$ cat src/rtl/core/swcc_pkg.sv
// ----------------------------------------------------------------------------
// swcc_pkg
// shared types and constants for the stick weighted cross correlation block
// ----------------------------------------------------------------------------
package swcc_pkg;

    localparam int CMD_W   = 3;
    localparam int POS_W   = 32;
    localparam int INT_W   = 16;
    localparam int STICK_W = POS_W + INT_W;
    localparam int WIDTH_W = 20;
    localparam int PROD_W  = 2 * INT_W;
    localparam int TERM_W  = PROD_W + WIDTH_W;
    localparam int ACC_W   = 64;
    localparam int RES_W   = 63;

    localparam int DIV_STEPS   = ACC_W;
    localparam int DIV_CNT_W   = $clog2(DIV_STEPS);
    localparam int ROOT_STEPS  = ACC_W / 2;
    localparam int ROOT_CNT_W  = $clog2(ROOT_STEPS);

    localparam logic [WIDTH_W-1:0] WIDTH_RESET = WIDTH_W'(65536);

    localparam logic [CMD_W-1:0] CMD_CLEAR         = 3'd0;
    localparam logic [CMD_W-1:0] CMD_APPEND_FIRST  = 3'd1;
    localparam logic [CMD_W-1:0] CMD_APPEND_SECOND = 3'd2;
    localparam logic [CMD_W-1:0] CMD_CROSS         = 3'd3;
    localparam logic [CMD_W-1:0] CMD_AUTO          = 3'd4;

    typedef struct packed {
        logic clear;
        logic append_first;
        logic append_second;
        logic start;
        logic auto_mode;
        logic issue;
        logic div_load;
        logic div_step;
        logic root_load;
        logic root_step;
        logic out_load;
    } swcc_ctrl_t;

    typedef struct packed {
        logic no_pairs;
        logic last_pair;
        logic pipe_busy;
        logic div_last;
        logic root_last;
        logic auto_mode;
    } swcc_stat_t;

endpackage

$ cat src/rtl/core/swcc_ctrl.sv
// ----------------------------------------------------------------------------
// swcc_ctrl
// command decode and sequencing of walk, divide, root and result handoff
// ----------------------------------------------------------------------------
module swcc_ctrl (
    input  logic                         aclk,
    input  logic                         aresetn,
    input  logic                         s_valid,
    input  logic [swcc_pkg::CMD_W-1:0]   s_command,
    output logic                         s_ready,
    output logic                         m_valid,
    input  logic                         m_ready,
    input  swcc_pkg::swcc_stat_t         stat,
    output swcc_pkg::swcc_ctrl_t         ctrl
);

    typedef enum logic [2:0] {
        ST_IDLE,
        ST_WALK,
        ST_DRAIN,
        ST_DIV,
        ST_ROOT_INIT,
        ST_ROOT,
        ST_DONE
    } state_t;

    state_t state_reg;
    state_t state_next;
    logic   m_valid_reg;
    logic   m_valid_next;

    always_comb begin
        ctrl         = '0;
        state_next   = state_reg;
        m_valid_next = m_valid_reg && !m_ready;
        case (state_reg)
            ST_IDLE: begin
                if (s_valid) begin
                    case (s_command)
                        swcc_pkg::CMD_CLEAR:         ctrl.clear = 1'b1;
                        swcc_pkg::CMD_APPEND_FIRST:  ctrl.append_first = 1'b1;
                        swcc_pkg::CMD_APPEND_SECOND: ctrl.append_second = 1'b1;
                        swcc_pkg::CMD_CROSS: begin
                            ctrl.start = 1'b1;
                            state_next = ST_WALK;
                        end
                        swcc_pkg::CMD_AUTO: begin
                            ctrl.start     = 1'b1;
                            ctrl.auto_mode = 1'b1;
                            state_next     = ST_WALK;
                        end
                        default: ;
                    endcase
                end
            end
            ST_WALK: begin
                if (stat.no_pairs) begin
                    state_next = ST_DRAIN;
                end else begin
                    ctrl.issue = 1'b1;
                    if (stat.last_pair) begin
                        state_next = ST_DRAIN;
                    end
                end
            end
            ST_DRAIN: begin
                if (!stat.pipe_busy) begin
                    ctrl.div_load = 1'b1;
                    state_next    = ST_DIV;
                end
            end
            ST_DIV: begin
                ctrl.div_step = 1'b1;
                if (stat.div_last) begin
                    state_next = stat.auto_mode ? ST_ROOT_INIT : ST_DONE;
                end
            end
            ST_ROOT_INIT: begin
                ctrl.root_load = 1'b1;
                state_next     = ST_ROOT;
            end
            ST_ROOT: begin
                ctrl.root_step = 1'b1;
                if (stat.root_last) begin
                    state_next = ST_DONE;
                end
            end
            ST_DONE: begin
                if (!m_valid_reg || m_ready) begin
                    ctrl.out_load = 1'b1;
                    m_valid_next  = 1'b1;
                    state_next    = ST_IDLE;
                end
            end
            default: state_next = ST_IDLE;
        endcase
    end

    always_ff @(posedge aclk) begin
        if (!aresetn) begin
            state_reg   <= ST_IDLE;
            m_valid_reg <= 1'b0;
        end else begin
            state_reg   <= state_next;
            m_valid_reg <= m_valid_next;
        end
    end

    assign s_ready = (state_reg == ST_IDLE);
    assign m_valid = m_valid_reg;

    a_no_issue_empty: assert property (@(posedge aclk) disable iff (!aresetn)
        (state_reg == ST_WALK && stat.no_pairs) |-> !ctrl.issue)
        else $error("pair issued with an empty list");

    a_drain_hold: assert property (@(posedge aclk) disable iff (!aresetn)
        (state_reg == ST_DRAIN && stat.pipe_busy) |=> (state_reg == ST_DRAIN))
        else $error("divide started before the walk pipeline emptied");

    a_out_slot_free: assert property (@(posedge aclk) disable iff (!aresetn)
        ctrl.out_load |-> (!m_valid_reg || m_ready))
        else $error("result overwritten before it was taken");

endmodule

$ cat config.mk
export PLATFORM = sky130hd
export DESIGN_NAME = swcc_ctrl
export DESIGN_NICKNAME = d
export VERILOG_FILES = /design/src/rtl/core/swcc_pkg.sv /design/src/rtl/core/swcc_ctrl.sv
export SDC_FILE = /design/constraint.sdc
export NUM_CORES = 1
export LEC_CHECK = 0
export ABC_AREA = 1
export BUFFER_PORTS_ARGS = -buffer_cell sky130_fd_sc_hd__buf_2
export CAP_MARGIN = 40
export CORE_AREA = 2 2 39 41
export CTS_CLUSTER_DIAMETER = 150
export CTS_CLUSTER_SIZE = 40
export DETAILED_ROUTE_END_ITERATION = 8
export DIE_AREA = 0 0 41 43
export MAX_ROUTING_LAYER = met4
export PLACE_DENSITY_LB_ADDON = 0.12
export RECOVER_POWER = 50
export SLEW_MARGIN = 40
export SYNTH_ARGS = -nofsm -noshare
export SYNTH_HDL_FRONTEND = slang
export SYNTH_SLANG_ARGS = --single-unit
export TNS_END_PERCENT = 30
$ cat constraint.sdc
create_clock -name aclk -period 1.4 [get_ports aclk]
set_input_delay 0.14 -clock aclk [delete_from_list [all_inputs] [get_ports aclk]]
set_output_delay 0.14 -clock aclk [all_outputs]
set_load 0.1 [all_outputs]
---- After elaboration in Yosys (flattened, before gate mapping) ----
Index checks and enable logic that the tools add are counted.
cells by class
  equality and inequality tests ........... 17
  reduce and logical (&&, ||, !) cells .... 8
  mux-type cells .......................... 28
operators by type and width
  operator                                                               count
  3-bit 2-to-1 mux                                                       8
  3-bit one-hot mux with 7 select lines                                  1
  1-bit 2-to-1 mux                                                       16
  3-bit by 2-bit equality test with 1-bit output, second input constant  4
  3-bit equality test, second input constant                             4
  2-bit != test, second input constant                                   6
  5-bit 2-to-1 mux                                                       2
  7-bit AND reduction                                                    1
  3-bit by 1-bit equality test with 1-bit output, second input constant  2
  3-bit logical NOT                                                      2
  3-bit != test, second input constant                                   1
  1-bit logical NOT                                                      2
  2-bit 2-to-1 mux                                                       1
  2-bit OR reduction                                                     1
  1-bit logical AND                                                      1
  1-bit logical OR                                                       1
word-level totals
  input port bits ......................... 13
  register bits ........................... 4
  word-level logic and storage cells ...... 55
  output and inout bits ................... 13

---- Logic depth before layout (Yosys ltp) ----
  word-level depth ........................ 5
  depth in mapped cells ................... 9
  depth with buffers taken out ............ 9

---- Worst setup path after synthesis ----
Ideal clock, no wire load.
  path kind ............................... register to output
  start ................................... reg state_reg[1]
  end ..................................... out ctrl[5] (netlist name)
  stages on the path, launching flop included .. 3
  required time ........................... 1.260 ns
  path slack .............................. -2.110 ns
  buffers on the path ..................... 1
  arrival time ............................ 3.370 ns
  path through ............................ dfxtp_1 buf_6 nor4_1
RTL lines
  item                    RTL line          RTL
  start, declared         swcc_ctrl.sv:27   state_t state_reg;
  start signal, assigned  swcc_ctrl.sv:104  state_reg <= state_next;
  end, declared           swcc_ctrl.sv:14   output swcc_pkg::swcc_ctrl_t ctrl

==> reports/metrics.cfg <==
[synth]
synthesis.instances=85
avgSynthCellArea_um2=5.58
synth-seq-cells=4
yosysWarningCount=0
synth.distinct_cells=18
synthesis.nets=98
ys_seq_area_share_pct=16.9
synth_area_um2=474

[status]
status=finished, violations left
violations=setup timing

[global_route]
met1_usage_pct=19.7
antenna_found_initial=0
grt_pass1_vias=631
grt_use_met2_pct=39.1
grt_max_degree=7
gr-total-overflow=0
grtUsageTotal_pct=21.1
grt_pass1_wl_um=2480
busiest_layer=met2
grt_use_met3_pct=6.28

[placed_design]
routabilityCongestion=0.801
dp_hpwl_um=1220
pre_cts_ws_ns=0.0198
numPortBuffers=25

[timing]
rsz0062_at_grt=true
tightest_slew_ns=0.539
drv_slew=0
post-route-period-util_pct=106
period_minus_slack_ns=1.48
setup-violations-final=7
hold_ws_ns=0.158
finalHoldViolations=0
slew_headroom_pct=64.2
final.setup_skew_ns=0.00203
clock.fmax_mhz=674
setup_ws_ns=-0.0827
finalSetupTns_ns=-0.298

[layout]
layout_common_cells=nand2_1, nor2_1, buf_2, buf_12, buf_4
diodes=0
fillCellCount=103
nets=138
drive_gt1_share_pct=54.5
syn2layout_area_growth_pct=119
final_common_cell=nand2_1
largest_reg_flops=3
final_core_util_pct=75.1

[cts]
cts-root-buf=clkbuf_4
cts_buffers=3
clock_latency_ns=0.24
cts_num_sinks=4
clockBufferDepth=2
cts.reportedPaths.clkPinSlew_ns=0.04
cts_tree=built
cts-htree-levels=1

[die]
dieWidth_um=41
die_h_um=43
coreArea_um2=1380
start_util_pct=34.3
boundaryPins=26
num_rows=14
fp.dieArea_um2=1760

[route]
drt_iter0_markers=11
antenna_left=0
vias_per_cell=4.91
wire_per_inst_um=11.0
first_pass_iters=6
drc=0
vias=682
wirelength_um=1530

[critical_path]
cp-start-kind=flip-flop
critical_path_arrival_ns=1.34
crit_fanout=3
worstSetupPathType=reg -> out
cp-end-kind=output pin
crit_required_ns=1.26

[power_and_ir_drop]
p_leak_uw=0.000501
peakVddDrop_v=0.00164
power_uw=2250
powerDensity_nw_per_um2=2170

[flow_run]
maxCapViolations=0

[min_path]
hp-class=in -> reg

## synthesized netlist by cell type
master	n	area, um2
nor2_2	2	12.5
buf_6	3	33.8
a21oi_1	3	15.0
nand3_2	2	20.0
inv_4	1	6.26
nor4_1	1	6.26
nand3_1	9	45.0
nand2_1	18	67.6
nand4_1	2	12.5
nor3_1	4	20.0
nor2_1	20	75.1
inv_2	3	11.3
nand2_2	2	12.5
nor2_4	1	11.3
dfxtp_1	4	80.1
inv_1	8	30.0
nand3b_1	1	7.51
a21boi_0	1	7.51
## logic make-up after synthesis
logic type / share of synthesized area (%)
AO/OA/AOI/OAI: 4.75
buffers and inverters: 17.2
AND/OR/NAND/NOR: 61.2
flip-flops: 16.9
## final timing paths
check                 end  depth (start not counted)          from  slack (ns)
max              ctrl[10]                          6  state_reg[0]       -0.08
min          state_reg[2]                          3       aresetn        0.16
max reg2reg  state_reg[2]                         10  state_reg[0]        0.07
min reg2reg       m_valid                          2       m_valid        0.54
## through the flow
| stage | area (um2) | std cells |
|---|---|---|
| after CTS | 1040 | 139 |
| after global routing | 1040 | 139 |
| final | 1040 | 139 |
| after detailed placement | 953 | 133 |
| after floorplan | 587 | 85 |
| after global placement | 953 | 133 |
## final cells by class
cell class,instances,area (um2),area share [%]
Multi-Input combinational cell,66,442,42.5
Timing Repair Buffer,38,407,39.1
Inverter,12,62.6,6.02
Tap cell,16,20.0,1.93
Sequential cell,4,86.3,8.30
Clock buffer,3,22.5,2.17
## worst max-delay path: stages, from the launching register on
cell	delay, ns
dfxtp_4	0.34
nor2_4	0.13
nand2_4	0.10
inv_12	0.06
nand3_4	0.10
nor3_4	0.17
buf_12	0.20
## report_power, final
part | internal (uW) | total (uW) | switching, uW
combinational | 701 | 1890 | 1190
sequential | 169 | 220 | 51.2
clock | 95.9 | 144 | 48.0
## repair_timing
item,in CTS,in global routing
gates resized for setup,8,5
hold buffers,0,0
buffers inserted,3,0
pin swaps,6,2
endpoints found under the setup margin,11,13
## per-layer routing
metal / vias up / part of all wire [%]
met4: 0 / 0.46
met3: 4 / 5.2
met1: 309 / 35
met5: - / 0
met2: 23 / 59
li1: 346 / -
Power figures use the tool's default switching activity.
